[config.mk]
export PLATFORM = sky130hd
export DESIGN_NAME = tvbb_front
export DESIGN_NICKNAME = d
export VERILOG_FILES = /design/src/rtl/core/tvbb_pkg.sv /design/src/rtl/core/tvbb_front.sv
export SDC_FILE = /design/constraint.sdc
export NUM_CORES = 1
export LEC_CHECK = 0
export CAP_MARGIN = 20
export CORE_AREA = 2 2 257 259
export DETAILED_ROUTE_END_ITERATION = 8
export DIE_AREA = 0 0 259 261
export DONT_BUFFER_PORTS = 1
export GPL_ROUTABILITY_DRIVEN = 1
export SYNTH_ARGS = -nofsm -noshare
export SYNTH_HDL_FRONTEND = slang
export SYNTH_SLANG_ARGS = --single-unit
[constraint.sdc]
create_clock -name clk -period 0.9 [get_ports clk]
set_input_delay 0.18 -clock clk [delete_from_list [all_inputs] [get_ports clk]]
set_output_delay 0.18 -clock clk [all_outputs]
set_load 0.05 [all_outputs]
[src/rtl/core/tvbb_pkg.sv]
// Shared types, constants and helpers for the transformed vertex bounding box.
// Used by every module of the block; depends on nothing else.
package tvbb_pkg;

	// Fixed-point format and datapath widths
	localparam int unsigned COORD_W   = 32;
	localparam int unsigned FRAC_BITS = 16;
	localparam int unsigned PROD_W    = 2 * COORD_W;
	localparam int unsigned SUM_W     = PROD_W + 2;
	localparam int unsigned SHIFT_W   = SUM_W - FRAC_BITS;
	localparam int unsigned AXIS_W    = SHIFT_W + 1;
	localparam int unsigned NUM_AXES  = 3;
	localparam int unsigned NUM_PROD  = NUM_AXES * NUM_AXES;

	// Configuration port
	localparam int unsigned NUM_REGS  = 6;
	localparam int unsigned REG_IDX_W = 3;
	localparam int unsigned CFG_W     = 64;

	// Vertex queue between front and back
	localparam int unsigned QUEUE_DEPTH = 4;
	localparam int unsigned QPTR_W      = $clog2(QUEUE_DEPTH);
	localparam int unsigned QCNT_W      = $clog2(QUEUE_DEPTH + 1);

	typedef enum logic [REG_IDX_W-1:0] {
		REG_XX_XY = 3'd0,
		REG_XZ_XT = 3'd1,
		REG_YX_YY = 3'd2,
		REG_YZ_YT = 3'd3,
		REG_ZX_ZY = 3'd4,
		REG_ZZ_ZT = 3'd5
	} reg_idx_t;

	typedef logic signed [COORD_W-1:0] coord_t;
	typedef logic [CFG_W-1:0]          cfg_word_t;

	typedef struct packed {
		coord_t x;
		coord_t y;
		coord_t z;
		logic   last;
	} vertex_t;

	typedef struct packed {
		cfg_word_t xx_xy;
		cfg_word_t xz_xt;
		cfg_word_t yx_yy;
		cfg_word_t yz_yt;
		cfg_word_t zx_zy;
		cfg_word_t zz_zt;
	} matrix_t;

	typedef struct packed {
		coord_t min_x;
		coord_t min_y;
		coord_t min_z;
		coord_t max_x;
		coord_t max_y;
		coord_t max_z;
	} box_t;

	// Queue status seen by the front and the back
	typedef struct packed {
		logic full;
		logic empty;
	} queue_status_t;

	localparam coord_t COORD_MAX = 32'sh7FFF_FFFF;
	localparam coord_t COORD_MIN = 32'sh8000_0000;
	localparam logic signed [AXIS_W-1:0] AXIS_MAX = AXIS_W'(COORD_MAX);
	localparam logic signed [AXIS_W-1:0] AXIS_MIN = AXIS_W'(COORD_MIN);

	// Identity transform at reset: 1.0 in Q16.16 in the high or low half
	localparam cfg_word_t ONE_HI = 64'h0000_0001_0000_0000 << FRAC_BITS;
	localparam cfg_word_t ONE_LO = 64'h0000_0000_0001_0000;
	localparam matrix_t MATRIX_RESET = '{
		xx_xy: ONE_HI,
		xz_xt: '0,
		yx_yy: ONE_LO,
		yz_yt: '0,
		zx_zy: '0,
		zz_zt: ONE_HI
	};

	function automatic coord_t hi_half(input cfg_word_t w);
		return coord_t'(w[CFG_W-1:COORD_W]);
	endfunction

	function automatic coord_t lo_half(input cfg_word_t w);
		return coord_t'(w[COORD_W-1:0]);
	endfunction

	// Clamp a widened axis result to the signed 32-bit range
	function automatic coord_t saturate(input logic signed [AXIS_W-1:0] v);
		coord_t r;
		if (v > AXIS_MAX) begin
			r = COORD_MAX;
		end else if (v < AXIS_MIN) begin
			r = COORD_MIN;
		end else begin
			r = coord_t'(v[COORD_W-1:0]);
		end
		return r;
	endfunction

endpackage

[src/rtl/core/tvbb_front.sv]
// Front end: configuration register file and input transaction acceptance.
// Packs accepted vertices for the queue. Depends on tvbb_pkg.
module tvbb_front (
	input  logic                              clk,
	input  logic                              arst_n,
	input  logic                              cfg_valid,
	output logic                              cfg_ready,
	input  logic [tvbb_pkg::REG_IDX_W-1:0]    cfg_index,
	input  logic [tvbb_pkg::CFG_W-1:0]        cfg_data,
	input  logic                              in_valid,
	output logic                              in_ready,
	input  logic signed [tvbb_pkg::COORD_W-1:0] vertex_x,
	input  logic signed [tvbb_pkg::COORD_W-1:0] vertex_y,
	input  logic signed [tvbb_pkg::COORD_W-1:0] vertex_z,
	input  logic                              last_vertex,
	input  tvbb_pkg::queue_status_t           q_status,
	output logic                              push,
	output tvbb_pkg::vertex_t                 push_data,
	output tvbb_pkg::matrix_t                 matrix
);

	tvbb_pkg::matrix_t matrix_q;

	// Register writes are always taken; unknown indexes are dropped
	assign cfg_ready = 1'b1;

	always_ff @(posedge clk or negedge arst_n) begin
		if (!arst_n) begin
			matrix_q <= tvbb_pkg::MATRIX_RESET;
		end else if (cfg_valid) begin
			unique case (tvbb_pkg::reg_idx_t'(cfg_index))
				tvbb_pkg::REG_XX_XY: matrix_q.xx_xy <= cfg_data;
				tvbb_pkg::REG_XZ_XT: matrix_q.xz_xt <= cfg_data;
				tvbb_pkg::REG_YX_YY: matrix_q.yx_yy <= cfg_data;
				tvbb_pkg::REG_YZ_YT: matrix_q.yz_yt <= cfg_data;
				tvbb_pkg::REG_ZX_ZY: matrix_q.zx_zy <= cfg_data;
				tvbb_pkg::REG_ZZ_ZT: matrix_q.zz_zt <= cfg_data;
				default: ;
			endcase
		end
	end

	assign matrix = matrix_q;

	// Vertex transactions go straight into the queue while it has room
	assign in_ready = !q_status.full;
	assign push     = in_valid && !q_status.full;

	always_comb begin
		push_data.x    = vertex_x;
		push_data.y    = vertex_y;
		push_data.z    = vertex_z;
		push_data.last = last_vertex;
	end

endmodule

==> reports/qor.txt, run 1 <==
Initial Util = 24.5%
setup violators final = 443
Fill cells = 5,859
slew margin rel. = 7.35%
sequential cell area = 9620 um2
setup slack after layout = -0.532 ns
arrival time worst endpoint = 1.25 ns
Worst-Skew Late Latency = 0.56 ns
Critical Path RT = 0.72 ns
RSZ-0062 raised after global routing = true
die footprint = 67,600 um2
crit path capture type = output pin
Top delay family on crit path = flip-flops
vias per cell = 4.09
First-pass DRT Iterations = 4
PortBufs = 0
leak pwr = 11.7 nW
status = finished with violations
synthesized netlist cell count = 917
CTS tree = built
failing checks = negative hold slack, negative setup slack
Peak Freq = 698 MHz
pre-CTS setup slack = -0.522 ns
xor/xnor share of the synthesized area = 0%
Root Buffer = clkbuf_16
endpoints failing hold = 384
HP Class = in -> async
crit path time final = 1.43 ns
die width = 259 um
H-Tree Depth = 2
compound-cell area share of the yosys netlist = 0%
Clock Path Buffers = 3
most frequent cells in the layout = 489 x buf_6, 373 x dfrtp_1, 258 x mux2_4
Synth Register Bits = 384
top sig layer = met4
total CTS buffers = 44
Post-Synth Simple-Gate Area = 0.479%
slowest CP cell = dfstp_2
Routed WL per cell = 19.5 um
sequential element share of the synthesized area = 60.4%
synth warn = 0
worst-path fanout max = 2
Largest stage delay, worst path = 0.56 ns
Post-Route WL = 47.0 mm
initial antenna violation count = 2
largest net degree at the start of global routing = 385
CP Launch Type = flip-flop
via count = 9,867
syn_area_per_cell = 17.4 um2
Clock Sinks = 384
Slew @ Worst Pin = 1.39 ns
DP HPWL = 29.0 mm
total gr overflow = 0
power density over the cells = 2990 nW/um2
core footprint = 65,000 um2
skew final = 0 ns
die height = 261 um
first-pass GRT wire length = 68.4 mm
max-cap viol count = 0
overall routing resource usage = 13.0%
Slew Viols, Final = 0
share of layout cells above drive strength 1 = 70.8%
Crit Path Class = reg -> out
WHS = -0.689 ns
area of the multi-input gates = 5400 um2
Peak VDD IR = 1.79 mV
Syn Nets = 1,087
met2 wire len = 23.6 mm
Distinct cells, synth = 16
post-route ant nets = 0
1st-iter DRT viols = 407
gpl congestion = 0.754
io pins = 654
WP buf/inv = 1
mux share of post-synthesis cell area = 31.4%
final core utilization = 38.4%
max reg flops = 384
layout net count = 1,684
Met1 Wirelength = 18.2 mm
setup TNS = -152.67 ns
vias in the first global route = 10.9k
area grow syn2layout = 57.0%
CTS Hold Bufs = 64
met3 WL = 3.58 mm
Post-Synth Adder-Cell Area = 0%
commonest non-fill, non-tap cell in the layout = buf_6
Post-Syn Area = 15,900 um2
# DRC = 0
row count = 94
Final Cycle Share = 159%
clk slew on worst S/H paths = 0.06 ns
worst-path cell chain = buf_12
largest family of logic cells by synthesized area = multiplexers
-- cell families after synthesis --
kind of cell  count (synthesis)
flops                       384
buf+inv                     141
simple gates                  7
mux                         384
other cells                   1
-- final cells by class --
class                   instances  share of cell area [%]
clock inverters                13                   0.426
inverters                       1                  0.0150
diodes                          2                  0.0200
repair buffers                691                    30.0
clock buffers                  63                    5.10
well taps                     864                    4.33
multi-input cells             392                    21.6
flip-flops and latches        384                    38.5
-- power breakdown --
part	internal, mW	switching (mW)	total [mW]	leakage (nW)
combinational	14.7	18.4	33.0	6.42
sequential	21.2	3.18	24.3	4.60
clock	10.1	7.29	17.4	0.679
-- routing by layer --
metal | vias to the layer above | GRT usage (%)
met4 | 0 | 5.12
met5 | - | 0
met1 | 5064 | 15.0
li1 | 4283 | -
met2 | 418 | 22.1
met3 | 102 | 4.65
-- final timing paths --
| path | from | endpoint | slack (ns) | cells after the start |
|---|---|---|---|---|
| setup / recovery | matrix[368] | matrix[368] | -0.53 | 1 |
| hold / removal | arst_n | matrix[231] | -0.69 | 0 |
| setup reg to reg | matrix[219] | matrix[219] | -0.16 | 3 |
| hold reg to reg | matrix[153] | matrix[153] | 0.53 | 1 |
| max in group asynchronous | arst_n | matrix[263] | 0.46 | 0 |
| min in group clk | cfg_index[0] | matrix[336] | 0.08 | 3 |
-- through the flow --
| step | instances | instance area, um2 | hold WS, ns | total power, mW |
|---|---|---|---|---|
| 3_5_place_dp | 2088 | 19700 | -0.110 | 50.4 |
| 5_1_grt | 2409 | 25000 | -0.732 | 77.4 |
| 4_1_cts | 2363 | 24200 | -0.731 | 73.6 |
| 3_3_place_gp | 2088 | 19700 | -0.108 | 50.1 |
| 2_1_floorplan | 917 | 16300 | -0.116 | 43.2 |
| 6_report | 2410 | 25000 | -0.689 | 74.8 |
-- synth_stat cells --
master | number | area [um2]
dfrtp_1 | 381 | 9530
mux2_2 | 199 | 2240
mux2_4 | 180 | 2700
buf_4 | 111 | 833
buf_6 | 15 | 169
buf_12 | 6 | 120
buf_8 | 6 | 90.1
mux2_1 | 5 | 56.3
and4bb_1 | 3 | 37.5
dfstp_2 | 3 | 78.8
buf_2 | 2 | 10.0
nand4b_1 | 2 | 17.5
conb_1 | 1 | 3.75
inv_1 | 1 | 3.75
nor2b_1 | 1 | 6.26
nor4b_2 | 1 | 15.0
-- timing repair --
item | 4_1_cts | 5_1_grt
gates resized for setup | 378 | 119
setup buffers | 135 | 88
hold endpoints to repair | 768 | 384
endpoints found under the setup margin | 384 | 513
Note: power is estimated with default switching activity, not from simulation.
==> inputs of run 2 (changes only) <==
--- a/config.mk
+++ b/config.mk
@@ -5,10 +5,11 @@
 export SDC_FILE = /design/constraint.sdc
 export NUM_CORES = 1
 export LEC_CHECK = 0
+export ABC_AREA = 1
 export CAP_MARGIN = 20
-export CORE_AREA = 2 2 257 259
+export CORE_AREA = 2 2 255 257
 export DETAILED_ROUTE_END_ITERATION = 8
-export DIE_AREA = 0 0 259 261
+export DIE_AREA = 0 0 257 259
 export DONT_BUFFER_PORTS = 1
 export GPL_ROUTABILITY_DRIVEN = 1
 export SYNTH_ARGS = -nofsm -noshare
==> run 2 against run 1 <==
Net effect: critical path type unchanged; synthesized cell count rose by 92%; the run still ends with negative hold slack, negative setup slack left; first-iteration DRC count rose to 2.8 times the previous value; largest cell class is now buffers; clock-buffer cell count rose by 2; clock skew did not move; non-clock buffer count fell by 28; cell count rose by 31%.
==> reports/qor.txt, run 2 <==
most frequent cells in the layout = 897 x nand2_1, 413 x buf_12, 380 x dfrtp_1
synth warn = 0
largest family of logic cells by synthesized area = simple AND/OR/NAND/NOR gates
setup slack after layout = -0.526 ns
WP buf/inv = 1
Post-Syn Area = 15,600 um2
io pins = 654
Worst-Skew Late Latency = 0.55 ns
setup TNS = -154.62 ns
die footprint = 66,600 um2
endpoints failing hold = 385
sequential share of power = 32.3%
Met1 Wirelength = 24.2 mm
vias in the first global route = 14.4k
skew final = 0 ns
first-pass GRT wire length = 93.0 mm
PortBufs = 0
Routed WL per cell = 19.9 um
H-Tree Depth = 2
FF-to-FF setup slack = -0.01 ns
die width = 257 um
initial antenna violation count = 2
EDFF count, synth = 0
Synth Register Bits = 384
Peak Freq = 701 MHz
sw power = 28.1 mW
layout net count = 2,441
synthesized netlist cell count = 1,764
largest net degree at the start of global routing = 385
reg2reg end = matrix[40]
Peak VDD IR = 1.74 mV
slowest CP cell = dfstp_2
compound-cell area share of the yosys netlist = 0%
max reg flops = 384
WHS = -0.678 ns
Final Cycle Share = 158%
Critical Path RT = 0.72 ns
final core utilization = 42.9%
share of layout cells above drive strength 1 = 30.2%
First-pass DRT Iterations = 5
xor/xnor share of the synthesized area = 0%
most frequent cell after synthesis = nand2_1
syn_area_per_cell = 8.85 um2
HP Class = in -> async
# DRC = 0
worst-path cell chain = buf_12
arrival time worst endpoint = 1.25 ns
setup violators final = 392
cell taking the most area after synthesis = dfrtp_1
DP HPWL = 42.2 mm
crit path time final = 1.43 ns
Post-Route WL = 62.8 mm
Top delay family on crit path = flip-flops
core footprint = 63,900 um2
Slew Viols, Final = 0
Pint = 47.1 mW
met2 wire len = 31.5 mm
Post-Synth Simple-Gate Area = 30.3%
clock network power share = 24.2%
power density over the cells = 2750 nW/um2
ys flop type = dfrtp_1
slew margin rel. = 29.9%
Root Buffer = clkbuf_16
Slew @ Worst Pin = 1.05 ns
FFs w/ async S/R, synth = 100%
total CTS buffers = 44
CP Launch Type = flip-flop
die height = 259 um
top cells by count, synth = 902 x nand2_1, 381 x dfrtp_1, 256 x nand3_1
CTS tree = built
1st-iter DRT viols = 1,154
max-cap viol count = 0
overall routing resource usage = 18.3%
gpl congestion = 0.810
Initial Util = 24.4%
Post-Synth Adder-Cell Area = 0%
status = finished with violations
vias per cell = 4.54
combinational cell fraction of total power = 43.4%
Worst Reg-to-Reg Cells = 4
Crit Path Class = reg -> out
sequential element share of the synthesized area = 61.6%
crit path capture type = output pin
met3 WL = 5.16 mm
mux share of post-synthesis cell area = 0%
area share of the largest cell type after synthesis = 61.1%
Syn Nets = 1,934
pre-CTS setup slack = -0.215 ns
switch share = 37.4%
row count = 93
commonest non-fill, non-tap cell in the layout = nand2_1
Distinct cells, synth = 13
failing checks = negative hold slack, negative setup slack
via count = 14.3k
leak pwr = 13.8 nW
total gr overflow = 0
area grow syn2layout = 75.4%
Synth area leaders = dfrtp_1 61%, nand2_1 22%, nand3_1 8.2%, buf_4 5.4%, buf_2 1.3%
Clock Sinks = 384
RSZ-0062 raised after global routing = true
clk slew on worst S/H paths = 0.06 ns
Largest stage delay, worst path = 0.55 ns
worst reg2reg startpoint = matrix[40]
worst-path fanout max = 2
Clock Path Buffers = 3
post-route ant nets = 0
top sig layer = met4
## run 2: changes by cell type after synthesis, sizes merged
cell    change
mux2      -384
nand3     +256
nand4b      -2
nand2     +906
inv         +7
buf        +18
nor4b       -1
clkbuf     +44
nor2b       -1
nor2        +7
and4bb      -3
## run 2: cell families (layout without fill, tap and decap cells)
group | Yosys count | after routing
and+or+nand+nor | 1169 | 1169
DFF | 384 | 384
buffers and inverters | 210 | 749
other | 1 | 3
## run 2: repair_timing
item,CTS,global route
gates resized for setup,1,6
endpoints found under the setup margin,384,396
pin swaps,0,1
setup buffers,88,74
hold buffers,68,1
hold endpoints to repair,768,391
## run 2: worst max-delay path by stage
stage,from,end,slack [ns],cells after the start
2_1_floorplan,cfg_valid,matrix[259],-0.11,6
3_3_place_gp,cfg_valid,matrix[226],-0.23,6
3_5_place_dp,cfg_valid,matrix[4],-0.22,6
4_1_cts,matrix[208],matrix[208],-0.59,1
5_1_grt,matrix[208],matrix[208],-0.58,1
6_report,matrix[208],matrix[208],-0.53,1
## run 2: cell type report
| cell class | count | area [um2] |
|---|---|---|
| Multi-Input combinational cell | 1170 | 4860 |
| Inverter | 8 | 37.5 |
| Clock inverter | 13 | 150 |
| Sequential cell | 384 | 9610 |
| Tap cell | 855 | 1070 |
| Fill cell | 5746 | 36500 |
| Antenna cell | 2 | 5.00 |
| Clock buffer | 65 | 1320 |
| Timing Repair Buffer | 663 | 10300 |
## run 2: metal layers
layer / track usage [%] / up-vias
met4: 6.31 / 0
met5: 0 / -
li1: - / 6456
met3: 5.53 / 101
met1: 21.9 / 7079
met2: 31.1 / 705
## run 2: stage by stage
step	instance area, um2	cells	power (mW)
finish	27400	3160	75.2
detailed placement	24000	2850	54.7
global route	27400	3158	77.9
floorplan	15900	1764	38.2
CTS	26800	3084	74.9
global placement	24000	2850	54.2
## run 2: power groups by stage
stage	registers (mW)	clock network [mW]	logic, mW
floorplan	34.0	0	4.26
global placement	24.5	0	29.7
detailed placement	24.6	0	30.1
CTS	24.3	18.7	31.9
global route	24.6	19.4	33.8
finish	24.3	18.2	32.7
