### config.mk
export PLATFORM = sky130hd
export DESIGN_NAME = tvbb_queue
export DESIGN_NICKNAME = d
export VERILOG_FILES = /design/src/rtl/core/tvbb_pkg.sv /design/src/rtl/core/tvbb_queue.sv
export SDC_FILE = /design/constraint.sdc
export NUM_CORES = 1
export LEC_CHECK = 0
export BUFFER_PORTS_ARGS = -buffer_cell sky130_fd_sc_hd__buf_2
export CAP_MARGIN = 30
export CORE_ASPECT_RATIO = 0.75
export CORE_UTILIZATION = 51
export DETAILED_ROUTE_END_ITERATION = 8
export GPL_TIMING_DRIVEN = 1
export PLACE_DENSITY = 0.84
export SLEW_MARGIN = 10
export SYNTH_ARGS = -nofsm -noshare
export SYNTH_HDL_FRONTEND = slang
export SYNTH_SLANG_ARGS = --single-unit
### constraint.sdc
create_clock -name clk -period 3.14 [get_ports clk]
set_input_delay 0.471 -clock clk [delete_from_list [all_inputs] [get_ports clk]]
set_output_delay 0.471 -clock clk [all_outputs]
set_load 0.02 [all_outputs]
### src/rtl/core/tvbb_pkg.sv
// Shared types, constants and helpers for the transformed vertex bounding box.
// Used by every module of the block; depends on nothing else.
package tvbb_pkg;

	// Fixed-point format and datapath widths
	localparam int unsigned COORD_W   = 32;
	localparam int unsigned FRAC_BITS = 16;
	localparam int unsigned PROD_W    = 2 * COORD_W;
	localparam int unsigned SUM_W     = PROD_W + 2;
	localparam int unsigned SHIFT_W   = SUM_W - FRAC_BITS;
	localparam int unsigned AXIS_W    = SHIFT_W + 1;
	localparam int unsigned NUM_AXES  = 3;
	localparam int unsigned NUM_PROD  = NUM_AXES * NUM_AXES;

	// Configuration port
	localparam int unsigned NUM_REGS  = 6;
	localparam int unsigned REG_IDX_W = 3;
	localparam int unsigned CFG_W     = 64;

	// Vertex queue between front and back
	localparam int unsigned QUEUE_DEPTH = 4;
	localparam int unsigned QPTR_W      = $clog2(QUEUE_DEPTH);
	localparam int unsigned QCNT_W      = $clog2(QUEUE_DEPTH + 1);

	typedef enum logic [REG_IDX_W-1:0] {
		REG_XX_XY = 3'd0,
		REG_XZ_XT = 3'd1,
		REG_YX_YY = 3'd2,
		REG_YZ_YT = 3'd3,
		REG_ZX_ZY = 3'd4,
		REG_ZZ_ZT = 3'd5
	} reg_idx_t;

	typedef logic signed [COORD_W-1:0] coord_t;
	typedef logic [CFG_W-1:0]          cfg_word_t;

	typedef struct packed {
		coord_t x;
		coord_t y;
		coord_t z;
		logic   last;
	} vertex_t;

	typedef struct packed {
		cfg_word_t xx_xy;
		cfg_word_t xz_xt;
		cfg_word_t yx_yy;
		cfg_word_t yz_yt;
		cfg_word_t zx_zy;
		cfg_word_t zz_zt;
	} matrix_t;

	typedef struct packed {
		coord_t min_x;
		coord_t min_y;
		coord_t min_z;
		coord_t max_x;
		coord_t max_y;
		coord_t max_z;
	} box_t;

	// Queue status seen by the front and the back
	typedef struct packed {
		logic full;
		logic empty;
	} queue_status_t;

	localparam coord_t COORD_MAX = 32'sh7FFF_FFFF;
	localparam coord_t COORD_MIN = 32'sh8000_0000;
	localparam logic signed [AXIS_W-1:0] AXIS_MAX = AXIS_W'(COORD_MAX);
	localparam logic signed [AXIS_W-1:0] AXIS_MIN = AXIS_W'(COORD_MIN);

	// Identity transform at reset: 1.0 in Q16.16 in the high or low half
	localparam cfg_word_t ONE_HI = 64'h0000_0001_0000_0000 << FRAC_BITS;
	localparam cfg_word_t ONE_LO = 64'h0000_0000_0001_0000;
	localparam matrix_t MATRIX_RESET = '{
		xx_xy: ONE_HI,
		xz_xt: '0,
		yx_yy: ONE_LO,
		yz_yt: '0,
		zx_zy: '0,
		zz_zt: ONE_HI
	};

	function automatic coord_t hi_half(input cfg_word_t w);
		return coord_t'(w[CFG_W-1:COORD_W]);
	endfunction

	function automatic coord_t lo_half(input cfg_word_t w);
		return coord_t'(w[COORD_W-1:0]);
	endfunction

	// Clamp a widened axis result to the signed 32-bit range
	function automatic coord_t saturate(input logic signed [AXIS_W-1:0] v);
		coord_t r;
		if (v > AXIS_MAX) begin
			r = COORD_MAX;
		end else if (v < AXIS_MIN) begin
			r = COORD_MIN;
		end else begin
			r = coord_t'(v[COORD_W-1:0]);
		end
		return r;
	endfunction

endpackage

### src/rtl/core/tvbb_queue.sv
// Short vertex queue decoupling the front end from the transform pipeline.
// Depends on tvbb_pkg.
module tvbb_queue (
	input  logic                    clk,
	input  logic                    arst_n,
	input  logic                    push,
	input  tvbb_pkg::vertex_t       push_data,
	input  logic                    pop,
	output tvbb_pkg::queue_status_t status,
	output tvbb_pkg::vertex_t       head
);

	tvbb_pkg::vertex_t                mem_q [tvbb_pkg::QUEUE_DEPTH];
	logic [tvbb_pkg::QPTR_W-1:0]      wr_ptr_q;
	logic [tvbb_pkg::QPTR_W-1:0]      rd_ptr_q;
	logic [tvbb_pkg::QCNT_W-1:0]      count_q;

	// Storage, no reset needed
	always_ff @(posedge clk) begin
		if (push) begin
			mem_q[wr_ptr_q] <= push_data;
		end
	end

	// Pointers and fill level
	always_ff @(posedge clk or negedge arst_n) begin
		if (!arst_n) begin
			wr_ptr_q <= '0;
			rd_ptr_q <= '0;
			count_q  <= '0;
		end else begin
			if (push) begin
				wr_ptr_q <= wr_ptr_q + 1'b1;
			end
			if (pop) begin
				rd_ptr_q <= rd_ptr_q + 1'b1;
			end
			if (push && !pop) begin
				count_q <= count_q + 1'b1;
			end else if (pop && !push) begin
				count_q <= count_q - 1'b1;
			end
		end
	end

	assign head         = mem_q[rd_ptr_q];
	assign status.full  = (count_q == tvbb_pkg::QCNT_W'(tvbb_pkg::QUEUE_DEPTH));
	assign status.empty = (count_q == '0);

endmodule

==> results.cfg, run 1 <==
[routing]
viasPerCell = 5.51
postRouteAntennaNets = 0
firstDrtPassIters = 6
route.detailed.drc = 0
wl_per_cell_um = 22.1
via_count = 6365
wl_um = 25600
drt_iter0_drc = 340

[worst_setup_path]
cp_slowest_stage_delay_ns = 0.71
slowest_stage = dfrtp_4
crit_buf_inv = 2
crit_required_ns = 2.67
crit_arrival_ns = 2.26
critPathLaunchType = flop
end_kind = primary output
criticalPathCategory = flop to primary output
cp_cell_sequence = buf_4 -> mux4_2 -> buf_2
path_max_fanout = 19
cpLargestDelayFamily = flip-flops

[sta]
fmax_ghz = 0.366
rsz0062_at_grt = false
max_slew_margin = 0.602
setup_viol = 0
final-hold-violation-count = 0
drv_slew = 0
skew_ns = 0.0124
tightest_slew_ns = 0.596
tns_ns = 0
fin_crit_ns = 2.73
finalCritPeriodShare = 0.870

[global_route]
grt_remaining_overflow = 0
grt_pass1_vias = 6815
antenna_found_initial = 3
grt_pass1_wl_um = 39200
grt_max_degree = 48
grt_usage = 0.183

[cts]
clkLatencyLatePin_ns = 0.50
clockRootBuffer = clkbuf_16
cts.sinks = 395
clk_pin_slew_worst_paths_ns = 0.06
cts_resized = 0
cts_made_buffers = 37
cts_tree = built
clockBufferDepth = 3
h-tree-depth = 2

[finish]
multi_input_comb_area_mm2 = 0.00239
postLayoutCoreUtil = 0.623
seq_area_mm2 = 0.0118
drive_gt1_frac = 0.457
n_fill_cell = 1850
area_delta_synth_final_pct = 18.5
nets = 886

[placement]
gp_congestion = 0.723
port-buffer-count = 199
hpwl_um = 16000

[synthesis]
synthCells = 541
ys.flop_type = edfxtp_1
synth_async_sr_flop_share = 0.0177
synth-edff-count = 388
synth_nets = 648
synth_area_leader_cell = edfxtp_1
ys_top_cells_by_area = edfxtp_1 81%, mux4_2 15%, dfrtp_1 1.2%
yosysWarningCount = 0
yosysUniqueCellTypes = 21
yosysTopAreaCellShare = 0.811
ys_seq_area_frac = 0.823
ys_seq_elements = 395
synth_area_per_cell_um2 = 26.5
netlist_area_mm2 = 0.0144

[power]
irDropWorstVdd_mv = 0.522
p_leak_nw = 5.82
p_per_area_mw_per_mm2 = 965

[job]
drv.max_cap_violation_count = 0

[floorplan]
core_mm2 = 0.0273
rows = 52
die-area_mm2 = 0.0288
dieWidth_um = 196
io_pins = 200
die_h_um = 147
start_util = 0.526

[min_path]
hold_class = input port to flop

[outcome]
outcome = finished clean
## per-layer routing
layer / vias to the layer above / share of wire / GRT usage
met5: - / 0.0011 / 0
met4: 4 / 0.021 / 0.0555
met3: 49 / 0.085 / 0.0601
met2: 214 / 0.48 / 0.288
met1: 3291 / 0.42 / 0.246
li1: 2807 / - / -
## placed cells by master (no fill, tap or decap)
cell	count
ha_1	5
mux4_2	97
diode_2	4
dfrtp_4	2
clkbuf_1	15
bufinv_16	1
xnor2_1	2
inv_1	4
and2_4	4
fa_1	1
dfrtp_1	5
o21ai_0	1
clkbuf_16	37
clkinv_1	4
xor2_1	4
clkinv_2	4
buf_2	199
nor3_1	1
nand2_1	2
edfxtp_1	388
mux2_2	1
nor2_1	1
buf_4	12
nor3b_1	1
dlygate4sd3_1	1
buf_12	9
## per-stage QoR
stage	hold slack [ns]	cells	power [mW]	cell area, um^2	setup slack, ns
6_report	0.175	1156	16.4	17000	0.407
5_1_grt	0.150	1152	17.1	17000	0.269
4_1_cts	0.146	1152	16.6	17000	0.330
3_5_place_dp	0.307	1090	12.7	15900	0.889
3_3_place_gp	0.307	1090	12.5	15900	0.895
2_1_floorplan	0.175	541	10.9	14400	0.883
## synthesized netlist by cell type (2+ instances only)
master and number:
and2_1 4, edfxtp_1 388, nand2_1 2, mux4_2 97
inv_1 4, xnor2_1 2, buf_2 12, ha_1 5
clkbuf_1 6, dfrtp_1 7, xor2_1 4
## worst register-to-register path, stage by stage (launching register included)
cell and delay, ns:
dfrtp_1 0.43, inv_1 0.11, ha_1 0.15, and2_4 0.52, buf_4 0.43
## worst paths after layout
path | endpoint | slack, ns | from | cells after the start
min in group asynchronous | count_q[2]$_DFFE_PN0P_ | 0.33 | arst_n | 2
min reg2reg | count_q[2]$_DFFE_PN0P_ | 0.50 | count_q[2]$_DFFE_PN0P_ | 1
max | head[19] | 0.41 | rd_ptr_q[0]$_DFFE_PN0P_ | 3
max in group asynchronous | rd_ptr_q[1]$_DFFE_PN0P_ | 2.64 | arst_n | 2
min | mem_q[0][76]$_DFFE_PP_ | 0.18 | push_data[76] | 1
max reg2reg | mem_q[0][71]$_DFFE_PP_ | 1.16 | wr_ptr_q[0]$_DFFE_PN0P_ | 4
## flip-flops by register name, summed over array words and instances (netlist names)
register / flops
mem_q: 388
rd_ptr_q: 2
count_q: 3
wr_ptr_q: 2
## layout make-up
cell class,count,area share
Antenna cell,4,0.000588
Tap cell,351,0.0258
Inverter,4,0.000882
Timing Repair Buffer,221,0.0750
Clock buffer,52,0.0577
Multi-Input combinational cell,120,0.141
Clock inverter,9,0.00382
Sequential cell,395,0.695
## cells by family (layout without fill, tap and decap cells)
kind of cell             Yosys count  in the layout  share of synthesized area
AO/OA/AOI/OAI                      1              1                   0.000348
XOR/XNOR                           6              6                    0.00366
adder cells (fa/ha/maj)            6              6                    0.00575
buffers and inverters             26            286                     0.0105
flip-flops                       395            395                      0.823
multiplexers                      98             98                      0.153
other                              0              4                          0
AND/OR/NAND/NOR                    9              9                    0.00340
## repair_timing
item                                   4_1_cts  5_1_grt
hold buffers                                 1        0
setup buffers                                0        0
endpoints found under the hold margin        7        0
## power breakdown
group | total (mW) | internal [mW] | switching, mW
clock | 3.95 | 2.25 | 1.70
sequential | 7.31 | 6.89 | 0.412
combinational | 5.16 | 2.19 | 2.96
total | 16.4 | 11.3 | 5.08
(Power assumes the default switching activity.)
==> run 2, diff against run 1 <==
- ABC_AREA: not set -> 1
- CORE_UTILIZATION: 51 -> 52
- PLACE_DENSITY: 0.84 -> 0.85
==> results.cfg, run 2 <==
[cts]
clockBufferDepth = 3
cts.sinks = 395
h-tree-depth = 2
clkLatencyLatePin_ns = 0.54
cts_tree = built
cts_made_buffers = 38
clk_pin_slew_worst_paths_ns = 0.06
post_cts_buffers = 0
clockRootBuffer = clkbuf_16

[routing]
postRouteAntennaNets = 0
wl_per_cell_um = 17.2
wl_um = 30900
firstDrtPassIters = 5
viasPerCell = 5.18
via_count = 9300
route.detailed.drc = 0
drt_iter0_drc = 874

[sta]
setup_viol = 0
skew_ns = 0.0213
fin_crit_ns = 2.74
rsz0062_at_grt = false
fmax_ghz = 0.365
max_slew_margin = 0.593
final-hold-violation-count = 0
tightest_slew_ns = 0.611
finalCritPeriodShare = 0.874
tns_ns = 0
drv_slew = 0

[power]
p_total_mw = 18.1
p_per_area_mw_per_mm2 = 987
irDropWorstVdd_mv = 0.639
p_leak_nw = 7.35

[placement]
port-buffer-count = 199
placed_cell_area_mm2 = 0.0171
hpwl_um = 18600
gp_congestion = 0.753

[synthesis]
synth_nets = 1286
netlist_area_mm2 = 0.0157
synth-edff-count = 388
synth_area_per_cell_um2 = 13.3
synth_async_sr_flop_share = 0.0177
yosysUniqueCellTypes = 19
ys_seq_area_frac = 0.755
synthCells = 1179
ys_seq_elements = 395
synthMostInstantiatedCell = edfxtp_1
synth_common_cells = 388 x edfxtp_1, 304 x nand2_1, 205 x inv_1, 194 x o211ai_1, 39 x buf_2
synth_area_leader_cell = edfxtp_1
yosysTopAreaCellShare = 0.744
ys.flop_type = edfxtp_1
yosysWarningCount = 0
ys_top_cells_by_area = edfxtp_1 74%, o211ai_1 9.3%, nand2_1 7.3%

[worst_setup_path]
reg2regPathDepth = 5
crit_arrival_ns = 2.27
path_max_fanout = 49
critPathCapture = head[85]
regToRegEndpoint = mem_q[2][70]$_DFFE_PP_
crit-reg2reg-launch = wr_ptr_q[0]$_DFFE_PN0P_
end_kind = primary output
criticalPathCategory = flop to primary output
r2r_slack_ns = 1.25
crit_required_ns = 2.67
critPathLaunchType = flop
setup.worst_path.start = rd_ptr_q[1]$_DFFE_PN0P_

[finish]
final_cell_area_mm2 = 0.0183
layout_common_cells = 388 x edfxtp_1, 304 x nand2_1, 201 x inv_1
top_regs = mem_q x388, count_q x3
largest_register_ffs = 388
n_fill_cell = 2143
layout_commonest_cell = edfxtp_1
postLayoutCoreUtil = 0.624
multi_input_comb_area_mm2 = 0.00274
drive_gt1_frac = 0.199
nets = 1480
area_delta_synth_final_pct = 16.9
seq_area_mm2 = 0.0118
largest_register = mem_q

[floorplan]
core_mm2 = 0.0293
start_util = 0.534
io_pins = 200
die_h_um = 152
dieWidth_um = 202
die-area_mm2 = 0.0308
rows = 54

[global_route]
grt_pass1_wl_um = 48300
grt_max_degree = 122
grt_pass1_vias = 9143
grt_remaining_overflow = 0
antenna_found_initial = 3
grt_usage = 0.202

[min_path]
hold_class = input port to flop

[outcome]
outcome = finished clean

[job]
drv.max_cap_violation_count = 0
run 2: cell types whose count changed in the layout (fill, tap and decap cells not counted), sizes merged, moves of 4 or more:
| cell | delta |
|---|---|
| mux4 | -97 |
| clkinv | +4 |
| nand2 | +302 |
| inv | +201 |
| o211ai | +194 |
| and2 | -4 |
run 2: metal layers:
layer	GRT usage	vias up	routed length, um
met4	0.0662	4	640
met1	0.259	4427	12600
met3	0.0550	63	2690
met2	0.333	316	14900
met5	0	-	25
li1	-	4490	-
run 2: cell families after synthesis:
group                      Yosys count  share of synthesized area
AOI/OAI and AO/OA                  195                     0.0933
and+or+nand+nor                    308                     0.0742
xor gates and xnor gates             4                    0.00224
DFF                                395                      0.755
adders and majority gates            6                    0.00527
buffers and inverters              271                     0.0698
run 2: power by group:
part	total (mW)	leakage [nW]	internal (mW)	switching, mW
clock	4.37	0.584	2.54	1.83
combinational	6.45	3.12	1.93	4.52
sequential	7.23	3.64	6.90	0.335
run 2: cell type report:
class                   count  area share
diodes                      4    0.000547
clock buffers              51      0.0581
clock inverters            15     0.00697
inverters                 206      0.0429
multi-input cells         513       0.150
flip-flops and latches    395       0.647
well taps                 392      0.0268
repair buffers            219      0.0682
run 2: how the worst min path moves through the flow:
stage	from	to	slack, ns	cells past startpoint
after floorplan	arst_n	count_q[0]$_DFFE_PN0P_	0.18	0
after global placement	arst_n	count_q[0]$_DFFE_PN0P_	0.34	1
after detailed placement	arst_n	count_q[0]$_DFFE_PN0P_	0.34	1
after CTS	push_data[40]	mem_q[0][40]$_DFFE_PP_	0.13	1
after global routing	push_data[35]	mem_q[2][35]$_DFFE_PP_	0.14	1
final	push_data[26]	mem_q[3][26]$_DFFE_PP_	0.15	1
run 2: repair_timing:
action                    4_1_cts  5_1_grt
hold buffers                    1        0
gates resized for setup         0        0
hold endpoints to repair        7        0
run 2: critical path: stages, from the launching register on:
cell	delay, ns
dfrtp_4	0.50
clkinv_2	0.40
buf_12	0.34
o211ai_1	0.16
nand2_1	0.10
buf_2	0.17
run 2: metrics by stage:
step | hold slack, ns | setup WS [ns] | cells
2_1_floorplan | 0.175 | 0.0489 | 1179
3_3_place_gp | 0.341 | 1.00 | 1724
3_5_place_dp | 0.342 | 0.966 | 1724
4_1_cts | 0.126 | 0.380 | 1791
5_1_grt | 0.135 | 0.288 | 1791
6_report | 0.152 | 0.397 | 1795
==> run 3, diff against run 2 <==
- CORE_ASPECT_RATIO: 0.75 -> not set
==> results.cfg, run 3 (synthesis results as in run 2) <==
[sta]
tightest_slew_ns = 0.602
final-hold-violation-count = 0
tns_ns = 0
setup_ws_ns = 0.534
skew_ns = 0.0100
fin_crit_ns = 2.61
fmax_ghz = 0.384
drv_slew = 0
rsz0062_at_grt = false
finalCritPeriodShare = 0.830
setup_viol = 0
max_slew_margin = 0.598

[routing]
firstDrtPassIters = 5
wl_per_cell_um = 16.9
via_count = 9367
drt_iter0_drc = 644
route.detailed.drc = 0
viasPerCell = 5.20
wl_um = 30500
postRouteAntennaNets = 0

[global_route]
grt_usage = 0.197
grt_pass1_wl_um = 46900
antenna_found_initial = 10
grt_remaining_overflow = 0
grt_max_degree = 103
grt_pass1_vias = 9272

[placement]
port-buffer-count = 199
dpl_worst_slack_ns = 1.09
placed_cell_area_mm2 = 0.0171
dp.cells = 1724
gp_congestion = 0.750
hpwl_um = 18000

[cts]
cts_tree = built
cts.sinks = 395
cts_resized = 0
h-tree-depth = 2
post_cts_buffers = 0
clk_pin_slew_worst_paths_ns = 0.06
clkLatencyLatePin_ns = 0.52
hold_buffers = 1
clockBufferDepth = 3
cts_made_buffers = 39
clockRootBuffer = clkbuf_16

[floorplan]
die_h_um = 176
core_mm2 = 0.0296
rows = 63
io_pins = 200
start_util = 0.528
die-area_mm2 = 0.0308
dieWidth_um = 176

[finish]
largest_register_ffs = 388
area_delta_synth_final_pct = 17.0
multi_input_comb_area_mm2 = 0.00274
layout_common_cells = 388 x edfxtp_1, 304 x nand2_1, 201 x inv_1
drive_gt1_frac = 0.196
seq_area_mm2 = 0.0118
final_cell_area_mm2 = 0.0183
largest_register = mem_q
finalNonFillerCells = 1800
n_fill_cell = 2111
nets = 1483
top_regs = mem_q x388, count_q x3
layout_commonest_cell = edfxtp_1

[worst_setup_path]
criticalPathCategory = flop to primary output
cpLargestDelayFamily = flip-flops
crit-reg2reg-launch = wr_ptr_q[0]$_DFFE_PN0P_
reg2regPathDepth = 5
critPathLaunchType = flop
critPathCapture = head[34]
timing.critical_path.mode_cell = nand2_1
path_max_fanout = 102
slowest_stage = dfrtp_4
cp_cell_sequence = buf_12 -> nand2_1 -> o211ai_1 -> nand2_1 -> buf_2
crit_buf_inv = 2
setup.worst_path.start = rd_ptr_q[0]$_DFFE_PN0P_
crit_arrival_ns = 2.14
cp_slowest_stage_delay_ns = 0.70
worstSetupPathDepth = 5
regToRegEndpoint = mem_q[2][48]$_DFFE_PP_
r2r_slack_ns = 1.23
end_kind = primary output
crit_required_ns = 2.67

[job]
drv.max_cap_violation_count = 0

[power]
p_leak_nw = 7.35
irDropWorstVdd_mv = 0.848
p_per_area_mw_per_mm2 = 982

[outcome]
outcome = finished clean

[min_path]
hold_class = input port to flop
## run 3: how the worst min path moves through the flow
stage,depth (start not counted),startpoint,to,slack (ns)
after floorplan,0,arst_n,count_q[0]$_DFFE_PN0P_,0.18
after global placement,1,arst_n,count_q[2]$_DFFE_PN0P_,0.32
after detailed placement,1,arst_n,count_q[2]$_DFFE_PN0P_,0.32
after CTS,1,push_data[47],mem_q[0][47]$_DFFE_PP_,0.14
after global routing,1,push_data[47],mem_q[2][47]$_DFFE_PP_,0.14
final,1,push_data[37],mem_q[0][37]$_DFFE_PP_,0.17
## run 3: per-layer routing
layer | track usage | vias up | share of wire
li1 | - | 4499 | -
met1 | 0.234 | 4475 | 0.39
met2 | 0.338 | 307 | 0.50
met3 | 0.0552 | 78 | 0.075
met4 | 0.0826 | 8 | 0.032
met5 | 0 | - | 0.0015
## run 3: metrics by stage
stage / power (mW) / hold slack, ns / utilization
floorplan: 11.7 / 0.175 / -
global placement: 13.6 / 0.316 / 0.578
detailed placement: 13.9 / 0.317 / 0.578
CTS: 18.1 / 0.144 / 0.618
global route: 18.9 / 0.142 / 0.618
finish: 18.0 / 0.167 / 0.618
## run 3: layout make-up
class | count | share of cell area
sequential | 395 | 0.646
inverter | 206 | 0.0429
antenna | 7 | 0.000956
clock buffer | 44 | 0.0566
clock inverter | 24 | 0.00710
timing repair buffer | 221 | 0.0703
multi-input combinational | 513 | 0.150
tap | 390 | 0.0266
## run 3: report_power, final
group          leakage [nW]  switching [mW]  internal (mW)
logic                  3.14            4.54           1.99
clock network         0.570            1.81           2.44
registers              3.64           0.317           6.90
